## config.mk

```make
export PLATFORM = sky130hd
export DESIGN_NAME = tcw_cfg
export DESIGN_NICKNAME = d
export VERILOG_FILES = /design/src/rtl/tcw_pkg.sv /design/src/rtl/tcw_cfg.sv
export SDC_FILE = /design/constraint.sdc
export NUM_CORES = 1
export LEC_CHECK = 0
export ABC_AREA = 1
export BUFFER_PORTS_ARGS = -buffer_cell sky130_fd_sc_hd__buf_2
export CORE_MARGIN = 2
export CORE_UTILIZATION = 31
export CTS_CLUSTER_SIZE = 8
export DETAILED_ROUTE_END_ITERATION = 8
export GPL_TIMING_DRIVEN = 0
export PLACE_DENSITY = 0.79
export SLEW_MARGIN = 20
export SYNTH_ARGS = -nofsm -noshare
export SYNTH_HDL_FRONTEND = slang
export SYNTH_SLANG_ARGS = --single-unit
```

## constraint.sdc

```tcl
create_clock -name clk_i -period 1.2 [get_ports clk_i]
set_clock_uncertainty 0.2 [all_clocks]
set_input_delay 0.24 -clock clk_i [delete_from_list [all_inputs] [get_ports clk_i]]
set_output_delay 0.24 -clock clk_i [all_outputs]
set_load 0.02 [all_outputs]
```

## src/rtl/tcw_pkg.sv

```systemverilog
package tcw_pkg;

  // Field widths of the stream beats
  localparam int unsigned KindW = 2;
  localparam int unsigned CharW = 8;
  localparam int unsigned AddrW = 11;
  localparam int unsigned PosW  = 11;
  localparam int unsigned CellW = 16;
  localparam int unsigned AttrW = 8;

  // Item kinds; the fourth code changes nothing and only yields a result beat
  localparam logic [KindW-1:0] KIND_WRITE = 2'd0;
  localparam logic [KindW-1:0] KIND_CLEAR = 2'd1;
  localparam logic [KindW-1:0] KIND_READ  = 2'd2;

  // Control characters
  localparam logic [CharW-1:0] CH_BS    = 8'h08;
  localparam logic [CharW-1:0] CH_TAB   = 8'h09;
  localparam logic [CharW-1:0] CH_LF    = 8'h0A;
  localparam logic [CharW-1:0] CH_CR    = 8'h0D;
  localparam logic [CharW-1:0] CH_SPACE = 8'h20;

  localparam logic [AttrW-1:0] ATTR_RESET = 8'h07;

  // Register index as seen in paddr[2]
  localparam logic IDX_ATTR = 1'b0;

  typedef enum logic [3:0] {
    ST_INIT,
    ST_IDLE,
    ST_EXEC,
    ST_TAB,
    ST_SCROLL,
    ST_BLANK,
    ST_CLEAR,
    ST_READ,
    ST_EMIT
  } state_e;

  typedef struct packed {
    logic [AddrW-1:0] read_address;
    logic [CharW-1:0] char_code;
    logic [KindW-1:0] kind;
  } item_t;

  typedef struct packed {
    logic [CellW-1:0] cell_data;
    logic [PosW-1:0]  cursor_position;
  } result_t;

  function automatic logic [CellW-1:0] make_cell(input logic [AttrW-1:0] attr,
                                                 input logic [CharW-1:0] ch);
    return {attr, ch};
  endfunction

endpackage

```

## src/rtl/tcw_cfg.sv

```systemverilog
module tcw_cfg (
  input  logic                     clk_i,
  input  logic                     rst_ni,
  input  logic                     psel_i,
  input  logic                     penable_i,
  input  logic                     pwrite_i,
  input  logic                     paddr_i,
  input  logic [31:0]              pwdata_i,
  output logic [31:0]              prdata_o,
  output logic                     pready_o,
  output logic [tcw_pkg::AttrW-1:0] attr_o
);

  logic [tcw_pkg::AttrW-1:0] attr_q, attr_d;
  logic                      wr_en;

  assign pready_o = 1'b1;
  assign wr_en    = psel_i & penable_i & pwrite_i & (paddr_i == tcw_pkg::IDX_ATTR);

  always_comb begin
    attr_d = attr_q;
    if (wr_en) begin
      attr_d = pwdata_i[tcw_pkg::AttrW-1:0];
    end
  end

  always_ff @(posedge clk_i or negedge rst_ni) begin
    if (!rst_ni) begin
      attr_q <= tcw_pkg::ATTR_RESET;
    end else begin
      attr_q <= attr_d;
    end
  end

  assign prdata_o = (paddr_i == tcw_pkg::IDX_ATTR) ? 32'(attr_q) : 32'd0;
  assign attr_o   = attr_q;

endmodule

```

# --- Yosys cells after proc, flatten, opt, wreduce, memory -nomap -nowiden ---
# Cells that the tools add are included.
totals:
  register_bits: 8
  input_bits: 38
  out_inout_bits: 41
classes:
  bitwise_logic: 4
  muxes: 1
ops:
  columns: ["op", "n"]
  rows:
  - ["8-bit 2-to-1 mux", 1]
  - ["1-bit bitwise AND", 3]
  - ["1-bit inverter", 1]

# --- Longest topological paths before layout ---
# Gate-level depths: netlist (run 1).
logic_depth:
  word_depth: 3
  depth_mapped: 5
  depth_no_buf: 5

# --- Least setup slack after synthesis (run 1) ---
# OpenSTA, ideal clock, no wires.
synth_path:
  path_type: "register to output"
  start: "register attr_q (netlist bit attr_o[0])"
  end: "output prdata_o[0]"
  path_buffers: 0
  t_required_ns: 0.760
  path_stages_with_launch: 3
  arrival_ns: 0.910
  slack_ns: -0.150
  path_cell_list: "dfstp_2 inv_1 nor2_1"
synth_via:
  elab_chain_cells: 1
synth_rtl:
  columns: ["item", "line_no", "source"]
  rows:
  - ["start, declared", "tcw_cfg.sv:14", "logic [tcw_pkg::AttrW-1:0] attr_q, attr_d;"]
  - ["start signal, assigned", "tcw_cfg.sv:29", "attr_q <= tcw_pkg::ATTR_RESET;"]
  - ["start signal, assigned", "tcw_cfg.sv:31", "attr_q <= attr_d;"]
  - ["8-bit 2-to-1 mux", "tcw_cfg.sv:35", "assign prdata_o = (paddr_i == tcw_pkg::IDX_ATTR) ? 32'(attr_q) : 32'd0;"]
  - ["end, declared", "tcw_cfg.sv:9", "output logic [31:0] prdata_o,"]
# Every way passes these cells.

# --- Worst setup path in the final report (run 1) ---
# Same ends and word-level chain as after synthesis.

==> flow_metrics.py, run 1 <==
metrics = {
    "drt": {
        "drc": 0,
        "wire_per_inst_um": 7.386,
        "first_iter_violations": 7,
        "dr.pass1.iters": 4,
        "drt-total-wl_um": 1263,
        "vias": 584,
        "antenna_left": 0,
        "via_per_inst": 3.415,
    },
    "placed_design": {
        "placed_cell_area_um2": 908.4,
        "place.gp.congestion": 0.6456,
        "hpwl_um": 1036,
        "io_buffers": 28,
    },
    "critical_path": {
        "crit_required_ns": 0.76,
        "arrival_ns": 1.04,
        "max_stage_delay_ns": 0.53,
        "crit_path_max_fanout": 2,
        "startpoint_type": "flip-flop",
        "cp_num_buf_inv": 2,
        "cp_slowest_cell": "dfstp_2",
        "path_cells": "inv_2, nor2_4, buf_6",
        "worstSetupPathType": "reg -> out",
        "endpoint_kind": "output port",
        "crit_family": "flip-flops",
    },
    "timing": {
        "hold_viol": 0,
        "worst_slack_ns": -0.2782,
        "setup_viol": 16,
        "period_minus_slack_ns": 1.478,
        "drv_slew": 0,
        "setup-tns-final_ns": -2.723,
        "clock.fmax_mhz": 676.5,
        "min_period_over_period": 1.232,
        "rsz0062_at_grt": "yes",
    },
    "outcome": {
        "outcome": "finished, violations left",
        "violations": "setup timing",
    },
    "power_and_ir_drop": {
        "net-switching-power_uw": 476.1,
        "p_leak_uw": 0.0006559,
        "power.total_uw": 1244,
        "clockPowerShare": 0.180,
        "internal-power_uw": 767.5,
        "peakVddDrop_mv": 0.5565,
        "netSwitchingFraction": 0.3828,
        "seqPwrFrac": 0.310,
        "combPwrFrac": 0.511,
        "p_per_area_mw_per_mm2": 1133,
    },
    "synthesis": {
        "synth_top_area_frac": 0.3061,
        "syn_inst": 81,
        "synth.area.top_cells": "buf_4, dfrtp_1, dfstp_2",
        "synth_area_per_cell_um2": 7.569,
        "yosys.area.top_type": "buf_4",
        "yosysWarnings": 0,
        "yosysSeqAreaShare": 0.3327,
        "yosysUniqueCellTypes": 12,
        "synthesis.area_um2": 613.1,
        "ys_ff_latch": 8,
    },
    "cells_and_area": {
        "area_growth_pct": 78.98,
        "utilization": 0.5710,
        "nets": 183,
        "antennaDiodeCount": 0,
        "largest_reg_flops": 8,
        "design_area_mm2": 0.001097,
        "drive_above_1_share": 0.5764,
    },
    "die": {
        "core_mm2": 0.001922,
        "die_x_um": 48.47,
        "initial_core_util": 0.3190,
        "dieArea_mm2": 0.002349,
        "pin_count": 79,
        "num_rows": 16,
        "die_h_um": 48.47,
    },
    "clock_network": {
        "clk_pin_slew_ns": 0.06,
        "tritoncts": "yes",
        "cts_htree_levels": 1,
        "root_buffer": "clkbuf_4",
        "insertion_delay_ns": 0.26,
        "clock-sinks": 8,
        "cts_made_buffers": 3,
        "cts_buffer_depth": 2,
    },
    "global_routing": {
        "grt_usage": 0.1140,
        "grt.overflow.total": 0,
        "grt_pass1_vias": 526,
        "grt_pass1_wl_um": 2007,
        "grt_max_degree": 10,
        "antenna_found_initial": 0,
    },
    "worst_hold_path": {
        "hold_path_class": "in -> reg",
    },
    "run": {
        "cap_violations": 0,
    },
}
==> routing by layer <==
metal / part of all wire / routed length [um] / up-vias / track usage
met2: 0.52 / 651 / 35 / 0.2106
met5: 0 / 0 / - / 0
met3: 0.10 / 126 / 5 / 0.02160
met1: 0.35 / 439 / 229 / 0.1059
li1: - / - / 315 / -
met4: 0.036 / 46 / 0 / 0.1000
==> stage by stage <==
stage,instances,worst slack (ns),hold slack (ns)
2_1_floorplan,104,-0.03519,-0.2556
3_3_place_gp,159,-0.03771,-0.1237
3_5_place_dp,159,-0.05023,-0.1188
4_1_cts,168,-0.2872,0.0001505
5_1_grt,171,-0.3092,0.02632
6_report,171,-0.2782,0.009977
==> placed cells by master (no fill, tap or decap), drive strengths merged <==
cell type    synthesis  layout
dfrtp                5       5
dfstp                3       3
dlygate4sd3          0       3
buf                 26      59
nor2                 9       9
nand2               18      18
inv                 10      10
nand3                8       8
conb                 2      25
clkbuf               0       4
==> cell type report <==
type	instances	area [um^2]
Timing Repair Buffer	36	302.8
Tap cell	27	33.78
Buffer	26	198.9
Clock buffer	4	26.28
Inverter	10	37.54
Fill cell	179	824.5
Sequential cell	8	203.9
Multi-Input combinational cell	60	294.0
==> logic make-up after synthesis <==
family	Yosys count	synth area share
buffers and inverters	36	0.3857
DFF	8	0.3327
other	2	0.01225
and+or+nand+nor	35	0.2694
==> timing repair <==
action,in CTS,in global routing
endpoints found under the setup margin,16,16
setup buffers,2,3
cloned,0,0
endpoints found under the hold margin,10,0
resized for setup,30,7
pin swaps,4,5
hold buffers,3,0
==> synthesized netlist by cell type <==
master   count
dfrtp_1      5
inv_2        1
nor2_1       8
nand2_1     17
buf_6        1
dfstp_2      3
conb_1       2
nand3_1      8
nor2_8       1
nand2_4      1
inv_1        9
buf_4       25
==> final timing paths <==
check                              endpoint         from  slack (ns)  depth (start not counted)
worst max register to register    attr_o[0]    attr_o[0]        0.20                          3
worst min register to register    attr_o[1]    attr_o[1]        0.28                          2
min in group asynchronous         attr_o[6]       rst_ni        0.13                          2
worst max-delay path            prdata_o[0]    attr_o[0]       -0.28                          3
worst min-delay path              attr_o[5]  pwdata_i[5]        0.01                          3
max in group asynchronous         attr_o[2]       rst_ni        0.43                          2
==> power by group through the flow <==
stage | clock network, uW | logic (uW) | registers (uW)
floorplan | 0 | 291 | 439
global placement | 0 | 466 | 377
detailed placement | 0 | 477 | 377
CTS | 234 | 589 | 384
global route | 235 | 680 | 390
finish | 223 | 635 | 385
==> worst min-delay path: stages <==
cell,delay (ns)
buf_2,0.07
nand3_1,0.06
nand2_1,0.06
Power figures use the tool's default switching activity.
==> inputs of run 2 (changes only) <==
CORE_MARGIN = unset   (was 2)
==> flow_metrics.py, run 2 (synthesis results as in run 1) <==
metrics = {
    "outcome": {
        "outcome": "finished, violations left",
        "violations": "setup timing",
    },
    "global_routing": {
        "grt.overflow.total": 0,
        "grtUsageMet2": 0.2389,
        "gr-max-usage-layer": "met2",
        "grt_util_met1": 0.1346,
        "grt_pass1_wl_um": 1932,
        "grt_usage": 0.1303,
        "grt_max_degree": 10,
        "antenna_found_initial": 0,
        "gr-usage-met3": 0.02745,
        "grt_pass1_vias": 472,
    },
    "worst_hold_path": {
        "holdPathStages": 3,
        "hold_path_class": "in -> reg",
    },
    "clock_network": {
        "cts_made_buffers": 3,
        "tritoncts": "yes",
        "cts_buffer_depth": 2,
        "clk_pin_slew_ns": 0.05,
        "insertion_delay_ns": 0.25,
        "cts_htree_levels": 1,
        "root_buffer": "clkbuf_4",
        "clock-sinks": 8,
    },
    "drt": {
        "drt-total-wl_um": 1322,
        "vias": 597,
        "dr.pass1.iters": 4,
        "antenna_left": 0,
        "drc": 0,
        "via_per_inst": 3.575,
        "wire_per_inst_um": 7.916,
        "first_iter_violations": 6,
    },
    "cells_and_area": {
        "utilization": 0.6035,
        "design_area_mm2": 0.001076,
        "largest_reg_flops": 8,
        "nets": 181,
        "area_growth_pct": 75.51,
        "drive_above_1_share": 0.5704,
        "mostFrequentLayoutCells": "buf_4, conb_1, nand2_1",
        "layout_commonest_cell": "buf_4",
        "antennaDiodeCount": 0,
    },
    "power_and_ir_drop": {
        "p_per_area_mw_per_mm2": 1146,
        "peakVddDrop_mv": 0.6197,
        "p_leak_uw": 0.0006491,
    },
    "timing": {
        "rsz0062_at_grt": "yes",
        "setup_viol": 16,
        "worst_slack_ns": -0.2834,
        "period_minus_slack_ns": 1.483,
        "min_period_over_period": 1.236,
        "whs_ns": 0.008921,
        "setup-tns-final_ns": -2.365,
        "hold_viol": 0,
        "drv_slew": 0,
        "clock.fmax_mhz": 674.1,
    },
    "die": {
        "core_mm2": 0.001783,
        "pin_count": 79,
        "die_h_um": 46.47,
        "die_x_um": 46.47,
        "num_rows": 15,
        "dieArea_mm2": 0.002159,
        "initial_core_util": 0.3439,
    },
    "placed_design": {
        "hpwl_um": 987.5,
        "placed_cell_area_um2": 905.9,
        "place.gp.congestion": 0.7471,
        "io_buffers": 28,
    },
    "critical_path": {
        "startpoint_type": "flip-flop",
        "arrival_ns": 1.04,
        "cp_slowest_cell": "dfstp_2",
        "crit_path_max_fanout": 3,
        "worstSetupPathType": "reg -> out",
        "max_stage_delay_ns": 0.55,
        "cp_num_buf_inv": 2,
        "path_cells": "inv_2, nor2_4, buf_6",
        "endpoint_kind": "output port",
        "rr_worst_depth": 3,
        "cp.depth": 3,
        "crit_family": "flip-flops",
        "crit_required_ns": 0.76,
    },
    "run": {
        "cap_violations": 0,
    },
}
[run 2: cell count changes in the layout (fill, tap and decap cells not counted), sizes merged]
| cell | previous run | this run |
|---|---|---|
| dlygate4sd3 | 3 | 1 |
[run 2: layout make-up]
| cell class | instances | area [um^2] |
|---|---|---|
| Buffer | 26 | 198.9 |
| Clock buffer | 4 | 26.28 |
| Fill cell | 157 | 706.9 |
| Inverter | 10 | 37.54 |
| Multi-Input combinational cell | 60 | 294.0 |
| Sequential cell | 8 | 203.9 |
| Tap cell | 25 | 31.28 |
| Timing Repair Buffer | 34 | 284.0 |
[run 2: final timing paths]
kind	start	to	slack [ns]
worst min-delay path	pwdata_i[1]	attr_o[1]	0.009
min in group asynchronous	rst_ni	attr_o[7]	0.16
worst min register to register	attr_o[2]	attr_o[2]	0.28
worst max register to register	attr_o[1]	attr_o[1]	0.20
max in group asynchronous	rst_ni	attr_o[1]	0.40
worst max-delay path	attr_o[2]	prdata_o[2]	-0.28
[run 2: stage by stage]
| stage | setup WS, ns | cells | power, uW |
|---|---|---|---|
| 2_1_floorplan | -0.03519 | 104 | 729.6 |
| 3_3_place_gp | -0.03820 | 157 | 843.5 |
| 3_5_place_dp | -0.04720 | 157 | 850.7 |
| 4_1_cts | -0.2732 | 166 | 1205 |
| 5_1_grt | -0.3064 | 167 | 1300 |
| 6_report | -0.2834 | 167 | 1233 |
[run 2: timing repair]
item                       CTS  global route
buffers inserted             4             1
pin swaps                    2             3
hold endpoints to repair     8             0
gates resized for setup     31             5
hold buffers                 1             0
setup endpoints to repair   16            16
[run 2: routing by layer]
metal	part of all wire	routed length, um	vias up
met1	0.38	502	248
met3	0.098	129	2
met5	0	0	-
met2	0.51	674	35
li1	-	-	312
met4	0.012	16	0
[run 2: power by group]
| part | leakage (uW) | total, uW | switching, uW | internal (uW) |
|---|---|---|---|---|
| Sequential | 0.0000943 | 387 | 51.1 | 336 |
| Combinational | 0.000540 | 631 | 330 | 301 |
| Clock | 0.0000150 | 215 | 88.1 | 127 |
| Total | 0.000649 | 1230 | 470 | 764 |
[run 2: tightest hold or removal path: stages]
cell,delay [ns]
buf_2,0.09
nand3_1,0.07
nand2_1,0.05
