## src/rtl/tcw_pkg.sv

```systemverilog
package tcw_pkg;

  // Field widths of the stream beats
  localparam int unsigned KindW = 2;
  localparam int unsigned CharW = 8;
  localparam int unsigned AddrW = 11;
  localparam int unsigned PosW  = 11;
  localparam int unsigned CellW = 16;
  localparam int unsigned AttrW = 8;

  // Item kinds; the fourth code changes nothing and only yields a result beat
  localparam logic [KindW-1:0] KIND_WRITE = 2'd0;
  localparam logic [KindW-1:0] KIND_CLEAR = 2'd1;
  localparam logic [KindW-1:0] KIND_READ  = 2'd2;

  // Control characters
  localparam logic [CharW-1:0] CH_BS    = 8'h08;
  localparam logic [CharW-1:0] CH_TAB   = 8'h09;
  localparam logic [CharW-1:0] CH_LF    = 8'h0A;
  localparam logic [CharW-1:0] CH_CR    = 8'h0D;
  localparam logic [CharW-1:0] CH_SPACE = 8'h20;

  localparam logic [AttrW-1:0] ATTR_RESET = 8'h07;

  // Register index as seen in paddr[2]
  localparam logic IDX_ATTR = 1'b0;

  typedef enum logic [3:0] {
    ST_INIT,
    ST_IDLE,
    ST_EXEC,
    ST_TAB,
    ST_SCROLL,
    ST_BLANK,
    ST_CLEAR,
    ST_READ,
    ST_EMIT
  } state_e;

  typedef struct packed {
    logic [AddrW-1:0] read_address;
    logic [CharW-1:0] char_code;
    logic [KindW-1:0] kind;
  } item_t;

  typedef struct packed {
    logic [CellW-1:0] cell_data;
    logic [PosW-1:0]  cursor_position;
  } result_t;

  function automatic logic [CellW-1:0] make_cell(input logic [AttrW-1:0] attr,
                                                 input logic [CharW-1:0] ch);
    return {attr, ch};
  endfunction

endpackage

```

## src/rtl/tcw_ctrl.sv

```systemverilog
module tcw_ctrl #(
  parameter int unsigned COLUMNS = 80,
  parameter int unsigned ROWS    = 25,
  localparam int unsigned CellCount = COLUMNS * ROWS,
  localparam int unsigned AW = $clog2(CellCount),
  localparam int unsigned PW = $clog2(CellCount + 1),
  localparam int unsigned CW = $clog2(COLUMNS),
  localparam int unsigned TW = $clog2(COLUMNS + 1),
  localparam int unsigned SW = $clog2(COLUMNS + 4),
  localparam int unsigned RW = $clog2(ROWS)
) (
  input  logic                      clk_i,
  input  logic                      rst_ni,
  input  logic                      in_valid_i,
  output logic                      in_ready_o,
  input  tcw_pkg::item_t            in_item_i,
  input  logic [tcw_pkg::AttrW-1:0] attr_i,
  output logic                      out_valid_o,
  input  logic                      out_ready_i,
  output tcw_pkg::result_t          out_res_o,
  output logic                      ram_we_o,
  output logic [AW-1:0]             ram_waddr_o,
  output logic [tcw_pkg::CellW-1:0] ram_wdata_o,
  output logic [AW-1:0]             ram_raddr_o,
  input  logic [tcw_pkg::CellW-1:0] ram_rdata_i
);

  tcw_pkg::state_e           state_q, state_d;
  tcw_pkg::item_t            item_q;
  logic [CW-1:0]             col_q, col_d;
  logic [RW-1:0]             row_q, row_d;
  logic [PW-1:0]             ptr_q, ptr_d;
  logic [CW-1:0]             tab_col_q, tab_col_d;
  logic [TW-1:0]             tab_end_q, tab_end_d;
  logic [tcw_pkg::CellW-1:0] data_q, data_d;
  logic                      out_vld_q, out_vld_d;
  tcw_pkg::result_t          res_q, res_d;

  logic [AW-1:0] row_base;
  logic [AW-1:0] cur_lin;
  logic          last_col;
  logic          last_row;
  logic [SW-1:0] tab_stop;
  logic [TW-1:0] tab_lim;
  logic          tab_last;
  logic          addr_ok;
  logic          ptr_end;
  logic          out_free;

  assign row_base = AW'(32'(row_q) * COLUMNS);
  assign cur_lin  = row_base + AW'(col_q);
  assign last_col = (col_q == CW'(COLUMNS - 1));
  assign last_row = (row_q == RW'(ROWS - 1));
  assign tab_stop = (SW'(col_q) + SW'(4)) & ~SW'(3);
  assign tab_lim  = (32'(tab_stop) >= COLUMNS) ? TW'(COLUMNS) : TW'(tab_stop);
  assign tab_last = ((TW'(tab_col_q) + TW'(1)) == tab_end_q);
  assign addr_ok  = (32'(item_q.read_address) < CellCount);
  assign ptr_end  = (ptr_q == PW'(CellCount - 1));
  assign out_free = !out_vld_q || out_ready_i;

  // Next state
  always_comb begin
    state_d = state_q;
    case (state_q)
      tcw_pkg::ST_INIT: begin
        if (ptr_end) state_d = tcw_pkg::ST_IDLE;
      end
      tcw_pkg::ST_IDLE: begin
        if (in_valid_i) state_d = tcw_pkg::ST_EXEC;
      end
      tcw_pkg::ST_EXEC: begin
        case (item_q.kind)
          tcw_pkg::KIND_WRITE: begin
            case (item_q.char_code)
              tcw_pkg::CH_CR:  state_d = tcw_pkg::ST_EMIT;
              tcw_pkg::CH_LF:  state_d = last_row ? tcw_pkg::ST_SCROLL : tcw_pkg::ST_EMIT;
              tcw_pkg::CH_TAB: state_d = tcw_pkg::ST_TAB;
              tcw_pkg::CH_BS:  state_d = tcw_pkg::ST_EMIT;
              default: begin
                state_d = (last_col && last_row) ? tcw_pkg::ST_SCROLL : tcw_pkg::ST_EMIT;
              end
            endcase
          end
          tcw_pkg::KIND_CLEAR: state_d = tcw_pkg::ST_CLEAR;
          tcw_pkg::KIND_READ:  state_d = addr_ok ? tcw_pkg::ST_READ : tcw_pkg::ST_EMIT;
          default:             state_d = tcw_pkg::ST_EMIT;
        endcase
      end
      tcw_pkg::ST_TAB: begin
        if (tab_last) state_d = tcw_pkg::ST_EMIT;
      end
      tcw_pkg::ST_SCROLL: begin
        if (ptr_q == PW'(CellCount)) state_d = tcw_pkg::ST_BLANK;
      end
      tcw_pkg::ST_BLANK: begin
        if (ptr_end) state_d = tcw_pkg::ST_EMIT;
      end
      tcw_pkg::ST_CLEAR: begin
        if (ptr_end) state_d = tcw_pkg::ST_EMIT;
      end
      tcw_pkg::ST_READ: begin
        state_d = tcw_pkg::ST_EMIT;
      end
      tcw_pkg::ST_EMIT: begin
        if (out_free) state_d = tcw_pkg::ST_IDLE;
      end
      default: state_d = tcw_pkg::ST_IDLE;
    endcase
  end

  // Outputs and datapath
  always_comb begin
    in_ready_o  = 1'b0;
    ram_we_o    = 1'b0;
    ram_waddr_o = cur_lin;
    ram_wdata_o = tcw_pkg::make_cell(attr_i, tcw_pkg::CH_SPACE);
    ram_raddr_o = AW'(item_q.read_address);
    col_d       = col_q;
    row_d       = row_q;
    ptr_d       = ptr_q;
    tab_col_d   = tab_col_q;
    tab_end_d   = tab_end_q;
    data_d      = data_q;
    out_vld_d   = out_vld_q && !out_ready_i;
    res_d       = res_q;
    case (state_q)
      tcw_pkg::ST_INIT: begin
        ram_we_o    = 1'b1;
        ram_waddr_o = AW'(ptr_q);
        ram_wdata_o = tcw_pkg::make_cell(tcw_pkg::ATTR_RESET, tcw_pkg::CH_SPACE);
        ptr_d       = ptr_end ? '0 : ptr_q + PW'(1);
      end
      tcw_pkg::ST_IDLE: begin
        in_ready_o = 1'b1;
        data_d     = '0;
      end
      tcw_pkg::ST_EXEC: begin
        case (item_q.kind)
          tcw_pkg::KIND_WRITE: begin
            case (item_q.char_code)
              tcw_pkg::CH_CR: begin
                col_d = '0;
              end
              tcw_pkg::CH_LF: begin
                col_d = '0;
                if (last_row) ptr_d = PW'(COLUMNS);
                else          row_d = row_q + RW'(1);
              end
              tcw_pkg::CH_TAB: begin
                tab_col_d = col_q;
                tab_end_d = tab_lim;
              end
              tcw_pkg::CH_BS: begin
                if (col_q != '0) begin
                  col_d       = col_q - CW'(1);
                  ram_we_o    = 1'b1;
                  ram_waddr_o = cur_lin - AW'(1);
                end
              end
              default: begin
                ram_we_o    = 1'b1;
                ram_wdata_o = tcw_pkg::make_cell(attr_i, item_q.char_code);
                if (last_col) begin
                  col_d = '0;
                  if (last_row) ptr_d = PW'(COLUMNS);
                  else          row_d = row_q + RW'(1);
                end else begin
                  col_d = col_q + CW'(1);
                end
              end
            endcase
          end
          tcw_pkg::KIND_CLEAR: ptr_d = '0;
          default: ;
        endcase
      end
      tcw_pkg::ST_TAB: begin
        ram_we_o    = 1'b1;
        ram_waddr_o = row_base + AW'(tab_col_q);
        if (tab_last) begin
          col_d = (tab_end_q == TW'(COLUMNS)) ? CW'(COLUMNS - 1) : CW'(tab_end_q);
        end else begin
          tab_col_d = tab_col_q + CW'(1);
        end
      end
      tcw_pkg::ST_SCROLL: begin
        // read one row ahead, write back what came out last cycle
        ram_raddr_o = (ptr_q == PW'(CellCount)) ? '0 : AW'(ptr_q);
        ram_we_o    = (ptr_q != PW'(COLUMNS));
        ram_waddr_o = AW'(ptr_q - PW'(COLUMNS + 1));
        ram_wdata_o = ram_rdata_i;
        ptr_d       = (ptr_q == PW'(CellCount)) ? PW'(CellCount - COLUMNS) : ptr_q + PW'(1);
      end
      tcw_pkg::ST_BLANK: begin
        ram_we_o    = 1'b1;
        ram_waddr_o = AW'(ptr_q);
        ptr_d       = ptr_end ? '0 : ptr_q + PW'(1);
      end
      tcw_pkg::ST_CLEAR: begin
        ram_we_o    = 1'b1;
        ram_waddr_o = AW'(ptr_q);
        if (ptr_end) begin
          ptr_d = '0;
          col_d = '0;
          row_d = '0;
        end else begin
          ptr_d = ptr_q + PW'(1);
        end
      end
      tcw_pkg::ST_READ: begin
        data_d = ram_rdata_i;
      end
      tcw_pkg::ST_EMIT: begin
        if (out_free) begin
          out_vld_d             = 1'b1;
          res_d.cursor_position = tcw_pkg::PosW'(cur_lin);
          res_d.cell_data       = data_q;
        end
      end
      default: ;
    endcase
  end

  always_ff @(posedge clk_i or negedge rst_ni) begin
    if (!rst_ni) begin
      state_q   <= tcw_pkg::ST_INIT;
      col_q     <= '0;
      row_q     <= '0;
      ptr_q     <= '0;
      out_vld_q <= 1'b0;
    end else begin
      state_q   <= state_d;
      col_q     <= col_d;
      row_q     <= row_d;
      ptr_q     <= ptr_d;
      out_vld_q <= out_vld_d;
    end
  end

  always_ff @(posedge clk_i) begin
    if (in_ready_o && in_valid_i) begin
      item_q <= in_item_i;
    end
    tab_col_q <= tab_col_d;
    tab_end_q <= tab_end_d;
    data_q    <= data_d;
    res_q     <= res_d;
  end

  assign out_valid_o = out_vld_q;
  assign out_res_o   = res_q;

endmodule

```

## config.mk

```make
export PLATFORM = sky130hd
export DESIGN_NAME = tcw_ctrl
export DESIGN_NICKNAME = d
export VERILOG_FILES = /design/src/rtl/tcw_pkg.sv /design/src/rtl/tcw_ctrl.sv
export SDC_FILE = /design/constraint.sdc
export NUM_CORES = 1
export LEC_CHECK = 0
export BUFFER_PORTS_ARGS = -buffer_cell sky130_fd_sc_hd__buf_2
export CORE_UTILIZATION = 52
export CTS_BUF_LIST = sky130_fd_sc_hd__clkbuf_4 sky130_fd_sc_hd__clkbuf_8
export DETAILED_ROUTE_END_ITERATION = 8
export GPL_ROUTABILITY_DRIVEN = 0
export PLACE_DENSITY = 0.82
export SLEW_MARGIN = 20
export SYNTH_ARGS = -nofsm -noshare
export SYNTH_HDL_FRONTEND = slang
export SYNTH_SLANG_ARGS = --single-unit
export TNS_END_PERCENT = 100
```

## constraint.sdc

```tcl
create_clock -name clk_i -period 4.7 [get_ports clk_i]
set_clock_uncertainty 0.05 [all_clocks]
set_input_delay 0.705 -clock clk_i [delete_from_list [all_inputs] [get_ports clk_i]]
set_output_delay 0.705 -clock clk_i [all_outputs]
set_load 0.02 [all_outputs]
```

== Word-level counts from Yosys, hierarchy flattened ==
Cells that the tools add are included.

* Output and inout bits: 68
* Bits in registers: 106

* Eq/ne operators: 38
* $lt $le $gt $ge: 2
* Mux-type cells: 54
* Reductions and logical operators: 29
* Add/sub/neg operators: 10
* Multipliers: 1

{| class="wikitable"
|+ Operator list
! kind !! count
|-
| $mux W11 || 9
|-
| $mux W7 || 9
|-
| $pmux W16 S3 || 1
|-
| $pmux W11 S2 || 2
|-
| $pmux W11 S4 || 1
|-
| $pmux W7 S3 || 2
|-
| $mux W4 || 9
|-
| $pmux W11 S3 || 1
|-
| $eq A8 B4 Y1 const B || 4
|-
| $pmux W16 S2 || 1
|-
| $pmux W4 S8 || 1
|-
| $pmux W4 S3 || 2
|-
| $add A11 B7 Y11 || 2
|-
| $eq A11 B11 Y1 const B || 2
|-
| $ne A2 B2 Y1 const B || 11
|-
| $mux W5 || 4
|-
| $pmux W5 S2 || 2
|-
| $eq A4 B3 Y1 const B || 4
|-
| $mux W8 || 2
|-
| $add A7 B1 Y7 const B || 2
|-
| $eq A7 B7 Y1 const B || 2
|-
| $pmux W7 S2 || 1
|-
| $reduce_and A6 Y1 || 2
|-
| $add A11 B1 Y11 const B || 1
|-
| other kinds (38) || 57
|}

== Logic depth before layout (Yosys ltp) ==
Gate-level depths: netlist (run 1).

* Depth after elaboration: 7
* Depth in mapped cells: 9
* Depth with buffers taken out: 9

== Worst setup path before layout (run 1) ==
OpenSTA, ideal clock, no wires.

* Kind: reg-to-output
* Start point: reg row_q[1]
* End point: out ram_waddr_o[10]
* Slack: 1252 ps
* Cell stages (with the launch flop): 10
* Buffers on the path: 0
* Arrival time: 2693 ps
* Cell sequence: dfrtp_1 -> ha_1 -> ha_1 -> fa_1 -> xnor2_1 -> xnor2_1 -> o31ai_1 -> a31o_2 -> a31oi_1 -> nor2_1

* Cells in the longest elaborated chain, start to end: 7
* Elaborated cells on any way between the ends: 8
* Classes of those cells: add/sub: 3; mul: 1; mux: 4

{| class="wikitable"
|+ RTL lines
! what !! line !! source
|-
| start: declaration || tcw_ctrl.sv:31 || <nowiki>logic [RW-1:0] row_q, row_d;</nowiki>
|-
| start signal: assignment || tcw_ctrl.sv:234 || <nowiki>row_q <= row_d;</nowiki>
|-
| $mul A5 B3 Y7 (*) || tcw_ctrl.sv:50 || <nowiki>assign row_base = AW'(32'(row_q) * COLUMNS);</nowiki>
|-
| $add A11 B7 Y11 || tcw_ctrl.sv:51 || <nowiki>assign cur_lin = row_base + AW'(col_q);</nowiki>
|-
| $sub A11 B1 Y11 || tcw_ctrl.sv:157 || <nowiki>ram_waddr_o = cur_lin - AW'(1);</nowiki>
|-
| $mux W11 || tcw_ctrl.sv:154 || <nowiki>if (col_q != '0) begin</nowiki>
|-
| $mux W11 || tcw_ctrl.sv:140 || <nowiki>case (item_q.char_code)</nowiki>
|-
| $mux W11 || tcw_ctrl.sv:138 || <nowiki>case (item_q.kind)</nowiki>
|-
| $pmux W11 S4 (*) || tcw_ctrl.sv:126 || <nowiki>case (state_q)</nowiki>
|-
| end: declaration || tcw_ctrl.sv:22 || <nowiki>output logic [AW-1:0] ram_waddr_o,</nowiki>
|}

Mark *: on every way between the ends. The rest lies on a longest branch, timed or not.

== Final worst setup path (run 1) ==
* Start point: reg col_q[4]
* End point: out ram_waddr_o[8]

* Cells in the longest elaborated chain, start to end: 6
* Elaborated cells on any way between the ends: 7
* Classes of those cells: add/sub: 2; mux: 4; reduce/logical: 1

{| class="wikitable"
|+ RTL lines
! what !! line !! source
|-
| start: declaration || tcw_ctrl.sv:30 || <nowiki>logic [CW-1:0] col_q, col_d;</nowiki>
|-
| start signal: assignment || tcw_ctrl.sv:233 || <nowiki>col_q <= col_d;</nowiki>
|-
| $add A11 B7 Y11 || tcw_ctrl.sv:51 ||
|-
| named net cur_lin[6] || tcw_ctrl.sv:40 || <nowiki>logic [AW-1:0] cur_lin;</nowiki>
|-
| $sub A11 B1 Y11 || tcw_ctrl.sv:157 ||
|-
| $mux W11 || tcw_ctrl.sv:154 ||
|-
| $mux W11 || tcw_ctrl.sv:140 ||
|-
| $mux W11 || tcw_ctrl.sv:138 ||
|-
| $pmux W11 S4 || tcw_ctrl.sv:126 ||
|}

The timed path passes the listed nets, and every way through them passes these cells.

==> results of run 1 <==
[placed cells by master (no fill, tap or decap), drive strengths merged, types with 10 or more instances in the layout]
cell type    n
nor3        17
and3        10
nand4       12
inv         32
nand2       64
buf        121
o211ai      11
and2        22
nand3       22
a22o        14
o21ai       49
edfxtp      76
nor2        46
a21oi       24
ha          23
dfrtp       28
xnor2       19
o31ai       13
[cells by family after synthesis]
kind of cell | synth area share
buffers and inverters | 0.04419
XOR/XNOR | 0.04845
multiplexers | 0.01516
AO/OA/AOI/OAI | 0.1945
flip-flops | 0.4408
adder cells (fa/ha/maj) | 0.05141
AND/OR/NAND/NOR | 0.2054
[flip-flops by register name (all words and copies together), names as in the netlist, 4 cells and up]
name       count
out_res_o     27
item_q        21
data_q        16
ptr_q         11
col_q          7
tab_col_q      7
row_q          5
tab_end_q      5
state_q        4
[power by group through the flow]
stage / Combinational, µW / Clock (µW) / Sequential, µW
finish: 26.8 / 601 / 977
CTS: 27.1 / 610 / 977
floorplan: 0.473 / 0 / 997
detailed placement: 27.1 / 0 / 997
global placement: 26.4 / 0 / 997
global route: 29.4 / 635 / 977
[through the flow]
| step | cell area, µm² | std cells | power, µW |
|---|---|---|---|
| 2_1_floorplan | 6766 | 680 | 997.6 |
| 3_3_place_gp | 7422 | 930 | 1023 |
| 3_5_place_dp | 7422 | 930 | 1024 |
| 4_1_cts | 7637 | 946 | 1614 |
| 5_1_grt | 7637 | 946 | 1641 |
| 6_report | 7637 | 946 | 1604 |
[per-layer routing]
layer | share of wire | up-vias | global-route usage
met5 | 0 | - | 0
met4 | 0.047 | 0 | 0.1650
li1 | - | 2736 | -
met1 | 0.40 | 2825 | 0.3433
met3 | 0.078 | 61 | 0.05439
met2 | 0.47 | 297 | 0.4349
[cell type report]
class | count | area share
flip-flops and latches | 104 | 0.3906
clock buffers | 9 | 0.01622
well taps | 172 | 0.02818
clock inverters | 7 | 0.01196
repair buffers | 121 | 0.08093
inverters | 30 | 0.01474
multi-input cells | 503 | 0.4574
[worst max path at each step]
stage	start	to	slack [ns]	cells after the start
floorplan	row_q[1]$_DFFE_PN0P_	ram_waddr_o[10]	1.25	9
global placement	col_q[4]$_DFFE_PN0P_	ram_waddr_o[8]	0.99	9
detailed placement	col_q[4]$_DFFE_PN0P_	ram_waddr_o[8]	0.81	9
CTS	col_q[4]$_DFFE_PN0P_	ram_waddr_o[8]	0.33	9
global route	col_q[4]$_DFFE_PN0P_	ram_waddr_o[8]	0.22	9
finish	col_q[4]$_DFFE_PN0P_	ram_waddr_o[8]	0.23	9
[synth_stat cells (3+ instances only)]
cell type / instances
nor4b_1: 5
buf_2: 5
o211ai_1: 10
and2_1: 22
o311ai_0: 4
a21o_1: 6
o21a_1: 3
inv_1: 30
xnor2_1: 19
nand2_1: 63
nor2_1: 45
a22o_1: 14
ha_1: 23
or2_2: 3
nor3_1: 15
nor4_1: 7
xnor3_1: 3
o21ai_0: 47
o31ai_1: 13
nand2b_1: 7
o22a_1: 4
or4b_1: 4
and3_1: 7
nor3b_1: 3
buf_1: 3
xor2_1: 8
clkbuf_1: 32
a211oi_1: 3
o31a_1: 4
dfrtp_1: 28
nand3_1: 22
a221oi_1: 9
a22oi_1: 4
mux2i_1: 5
o22ai_1: 5
edfxtp_1: 76
nor2b_1: 7
fa_1: 3
a31oi_1: 7
a21oi_1: 24
nand4_1: 12
[worst register-to-register path: cells and delay by family (launching register included)]
kind / cells / cell delay, ns
AND/OR/NAND/NOR: 3 / 1.42
AO/OA/AOI/OAI: 2 / 0.50
multiplexers: 1 / 0.35
flip-flops: 1 / 0.64
==> impl_metrics.env, run 1 <==
export IMPL_ant_nets=0
export IMPL_antenna_found_initial=0
export IMPL_utilization=0.6027
export IMPL_crit_fanout=13
export IMPL_final_setup_tns_ns=0
export IMPL_fin_ws_ns=0.2272
export IMPL_path_buf_inv=1
export IMPL_num_io_pins=117
export IMPL_mappedNetlistArea_mm2=0.006766
export IMPL_multi_input_area_mm2=0.003493
export IMPL_post_cts_buffers=0
export IMPL_numPortBuffers=116
export IMPL_cts_tree="built"
export IMPL_grt_pass1_wl_mm=27.77
export IMPL_reg2regPathDepth=6
export IMPL_avgSynthCellArea_um2=9.951
export IMPL_async_flop_share=0.2692
export IMPL_drt_total_wl_mm=17.56
export IMPL_drv_slew=0
export IMPL_clock_fmax_ghz=0.2236
export IMPL_ys_warn_count=0
export IMPL_regArea_mm2=0.002983
export IMPL_synth_edf_count=76
export IMPL_cp_data_arrival_time_ns=3.72
export IMPL_drtIter0Drc=468
export IMPL_fin_crit_ns=4.473
export IMPL_hold_viol_final=0
export IMPL_root_buffer="clkbuf_8"
export IMPL_p_sw_uw=356.3
export IMPL_holdBufCountCts=0
export IMPL_power_frac_clock=0.375
export IMPL_criticalPathCategory="reg2out"
export IMPL_power_density_mw_per_mm2=210.1
export IMPL_drtPass1Iterations=6
export IMPL_syn_inst=680
export IMPL_dp_hpwl_mm=13.23
export IMPL_die_h_um=116.1
export IMPL_worstReg2RegEnd="col_q[1]$_DFFE_PN0P_"
export IMPL_cts_htree_levels=3
export IMPL_relSlewSlack=0.3855
export IMPL_start_util=0.5340
export IMPL_clock_path_buffers=2
export IMPL_worstPathCellList="ha_1 > fa_1 > xor2_1 > or4_1 > nor4_1 > nor2b_1 > xnor2_1 > o21ai_1 > buf_2"
export IMPL_tightest_slew_ns=0.9217
export IMPL_setup_viol=0
export IMPL_holdWs_ns=0.2853
export IMPL_synth_cell_types=90
export IMPL_worst_setup_path_start_kind="flip-flop"
export IMPL_grt_max_degree=29
export IMPL_sw_frac_of_total=0.2221
export IMPL_drc_errors=0
export IMPL_wire_per_inst_um=18.56
export IMPL_track_usage=0.2727
export IMPL_rows=41
export IMPL_place_worst_setup_slack_ns=0.8065
export IMPL_layout_drive_gt1_share=0.2158
export IMPL_cp_top_family="simple AND/OR/NAND/NOR gates"
export IMPL_clock_latency_ns=0.41
export IMPL_max_vdd_ir_drop_uv=227.2
export IMPL_clock_sinks=104
export IMPL_area_delta_synth_final_pct=12.87
export IMPL_cp_data_required_time_ns=3.94
export IMPL_synth_top_area_frac=0.3373
export IMPL_nets=844
export IMPL_yosys_register_bits=104
export IMPL_max_stage_delay_ns=0.64
export IMPL_coreArea_mm2=0.01267
export IMPL_r2r_start="state_q[0]$_DFFE_PN0P_"
export IMPL_synth_top_cells_by_area="edfxtp_1 (34%), dfrtp_1 (10%), ha_1 (4.3%)"
export IMPL_num_antenna_cells=0
export IMPL_combinationalPowerShare=0.017
export IMPL_outcome="finished clean"
export IMPL_yosys_area_top_type="edfxtp_1"
export IMPL_synth_net_count=755
export IMPL_clkTransAtPathRegs_ns=0.11
export IMPL_cp_end_kind="output port"
export IMPL_cpMaxStageDelayCell="nor4_1"
export IMPL_yosysSeqAreaShare=0.4408
export IMPL_dieArea_mm2=0.01347
export IMPL_p_int_uw=1248
export IMPL_overflow=0
export IMPL_synth_ff_type="edfxtp_1"
export IMPL_grt_pass1_vias=5608
export IMPL_fillers=1072
export IMPL_power_frac_seq=0.609
export IMPL_cts_resized=0
export IMPL_viasPerCell=6.257
export IMPL_p_leak_uw=0.003047
export IMPL_hp_class="in2async"
export IMPL_rsz0062_at_grt="no"
export IMPL_fin_crit_sh=0.9517
export IMPL_cap_violations=0
export IMPL_die_w_um=116.1
export IMPL_timing_reg2reg_setup_slack_ns=1.65
export IMPL_dr_total_vias=5919
export IMPL_cts_buffers=9
No activity file was read; power rests on OpenSTA's default activity.
==> run 2: changes to the inputs <==
--- a/config.mk
+++ b/config.mk
@@ -11,6 +11,7 @@
 export DETAILED_ROUTE_END_ITERATION = 8
 export GPL_ROUTABILITY_DRIVEN = 0
 export PLACE_DENSITY = 0.82
+export RECOVER_POWER = 50
 export SLEW_MARGIN = 20
 export SYNTH_ARGS = -nofsm -noshare
 export SYNTH_HDL_FRONTEND = slang
==> impl_metrics.env, run 2 (synthesized netlist as in run 1, its figures left out) <==
export IMPL_outcome="finished with violations"
export IMPL_violations="capacitance limit, slew limit"
export IMPL_multi_input_area_mm2=0.003492
export IMPL_power_density_mw_per_mm2=211.2
export IMPL_wire_per_inst_um=18.56
export IMPL_clkTransAtPathRegs_ns=0.11
export IMPL_cts_buffers=9
export IMPL_die_h_um=116.1
export IMPL_hold_viol_final=0
export IMPL_worstPathCellList="ha_1 > fa_1 > xor2_1 > or4_1 > nor4_1 > nor2b_1 > xnor2_1 > o21ai_1 > buf_2"
export IMPL_crit_fanout=13
export IMPL_final_setup_tns_ns=0
export IMPL_worstReg2RegEnd="col_q[1]$_DFFE_PN0P_"
export IMPL_numPortBuffers=116
export IMPL_clock_latency_ns=0.41
export IMPL_reg2regPathDepth=6
export IMPL_fin_crit_ns=4.427
export IMPL_die_w_um=116.1
export IMPL_cp_data_arrival_time_ns=3.67
export IMPL_final_cells=946
export IMPL_dr_wl_met3_mm=1.378
export IMPL_hp_class="reg2reg"
export IMPL_nets=844
export IMPL_cts_tree="built"
export IMPL_cts_resized=0
export IMPL_drt_total_wl_mm=17.56
export IMPL_hold_path_depth=0
export IMPL_antenna_found_initial=0
export IMPL_holdWs_ns=0.3759
export IMPL_holdBufCountCts=0
export IMPL_holdPathEnd="out_res_o[22]$_DFFE_PP_"
export IMPL_cap_violations=2
export IMPL_rows=41
export IMPL_dp_hpwl_mm=13.23
export IMPL_power_total_uw=1604
export IMPL_hp_start="data_q[11]$_SDFFCE_PN0P_"
export IMPL_cp_depth=9
export IMPL_cp_data_required_time_ns=3.94
export IMPL_num_antenna_cells=0
export IMPL_cp_end_kind="output port"
export IMPL_dr_total_vias=5886
export IMPL_clock_fmax_ghz=0.2259
export IMPL_num_io_pins=117
export IMPL_coreArea_mm2=0.01267
export IMPL_regArea_mm2=0.002983
export IMPL_post_cts_buffers=0
export IMPL_timing_reg2reg_setup_slack_ns=1.65
export IMPL_tightest_slew_ns=1.737
export IMPL_drv_slew=57
export IMPL_final_common_cell="buf_2"
export IMPL_drtPass1Iterations=7
export IMPL_root_buffer="clkbuf_8"
export IMPL_cpMaxStageDelayCell="nor4_1"
export IMPL_highest_layer="met4"
export IMPL_path_buf_inv=1
export IMPL_cp_top_family="simple AND/OR/NAND/NOR gates"
export IMPL_drc_errors=0
export IMPL_grt_pass1_vias=5608
export IMPL_clock_sinks=104
export IMPL_grt_pass1_wl_mm=27.77
export IMPL_viasPerCell=6.222
export IMPL_mostFrequentLayoutCells="buf_2 (87), edfxtp_1 (76), nand2_1 (63), o21ai_0 (47), nor2_1 (45)"
export IMPL_rsz0062_at_grt="no"
export IMPL_p_leak_uw=0.002995
export IMPL_clock_path_buffers=2
export IMPL_track_usage=0.2727
export IMPL_cts_htree_levels=3
export IMPL_setup_viol=0
export IMPL_dp_cells=930
export IMPL_drtIter0Drc=589
export IMPL_relSlewSlack=-0.1581
export IMPL_overflow=0
export IMPL_drt_met1_wl_mm=7.094
export IMPL_ant_nets=0
export IMPL_criticalPathCategory="reg2out"
export IMPL_wl_met2_mm=8.365
export IMPL_fillers=1090
export IMPL_dieArea_mm2=0.01347
export IMPL_fin_crit_sh=0.9418
export IMPL_max_stage_delay_ns=0.60
export IMPL_grt_max_degree=29
export IMPL_layout_drive_gt1_share=0.1757
export IMPL_area_delta_synth_final_pct=12.26
export IMPL_r2r_start="state_q[0]$_DFFE_PN0P_"
export IMPL_start_util=0.5340
export IMPL_largest_register_ffs=27
export IMPL_worst_setup_path_start_kind="flip-flop"
export IMPL_max_vdd_ir_drop_uv=225.9
[run 2: worst max path at each step]
stage	startpoint	to	slack, ns
final	col_q[4]$_DFFE_PN0P_	ram_waddr_o[8]	0.27
after global routing	col_q[4]$_DFFE_PN0P_	ram_waddr_o[8]	0.22
after CTS	col_q[4]$_DFFE_PN0P_	ram_waddr_o[8]	0.33
after detailed placement	col_q[4]$_DFFE_PN0P_	ram_waddr_o[8]	0.81
after global placement	col_q[4]$_DFFE_PN0P_	ram_waddr_o[8]	0.99
after floorplan	row_q[1]$_DFFE_PN0P_	ram_waddr_o[10]	1.25
[run 2: cell type report]
| type | count | area share |
|---|---|---|
| multi-input combinational | 503 | 0.4597 |
| sequential | 104 | 0.3927 |
| timing repair buffer | 121 | 0.07610 |
| tap | 172 | 0.02833 |
| clock buffer | 9 | 0.01631 |
| inverter | 30 | 0.01482 |
| clock inverter | 7 | 0.01202 |
[run 2: layer usage]
metal  track usage  vias to the layer above
li1              -                     2736
met1        0.3433                     2817
met2        0.4349                      285
met3       0.05439                       48
met4        0.1650                        0
met5             0                        -
[run 2: power breakdown]
group	switching, µW	internal (µW)	total [µW]
sequential	0.0000000000000217	977	977
combinational	12.6	14.1	26.7
clock	343	257	601
[run 2: stage by stage]
stage / instance area (µm²) / worst slack (ns) / utilization
2_1_floorplan: 6766 / 1.252 / -
3_3_place_gp: 7422 / 0.9927 / 0.5858
3_5_place_dp: 7422 / 0.8065 / 0.5858
4_1_cts: 7637 / 0.3294 / 0.6027
5_1_grt: 7596 / 0.2188 / 0.5995
6_report: 7596 / 0.2733 / 0.5995
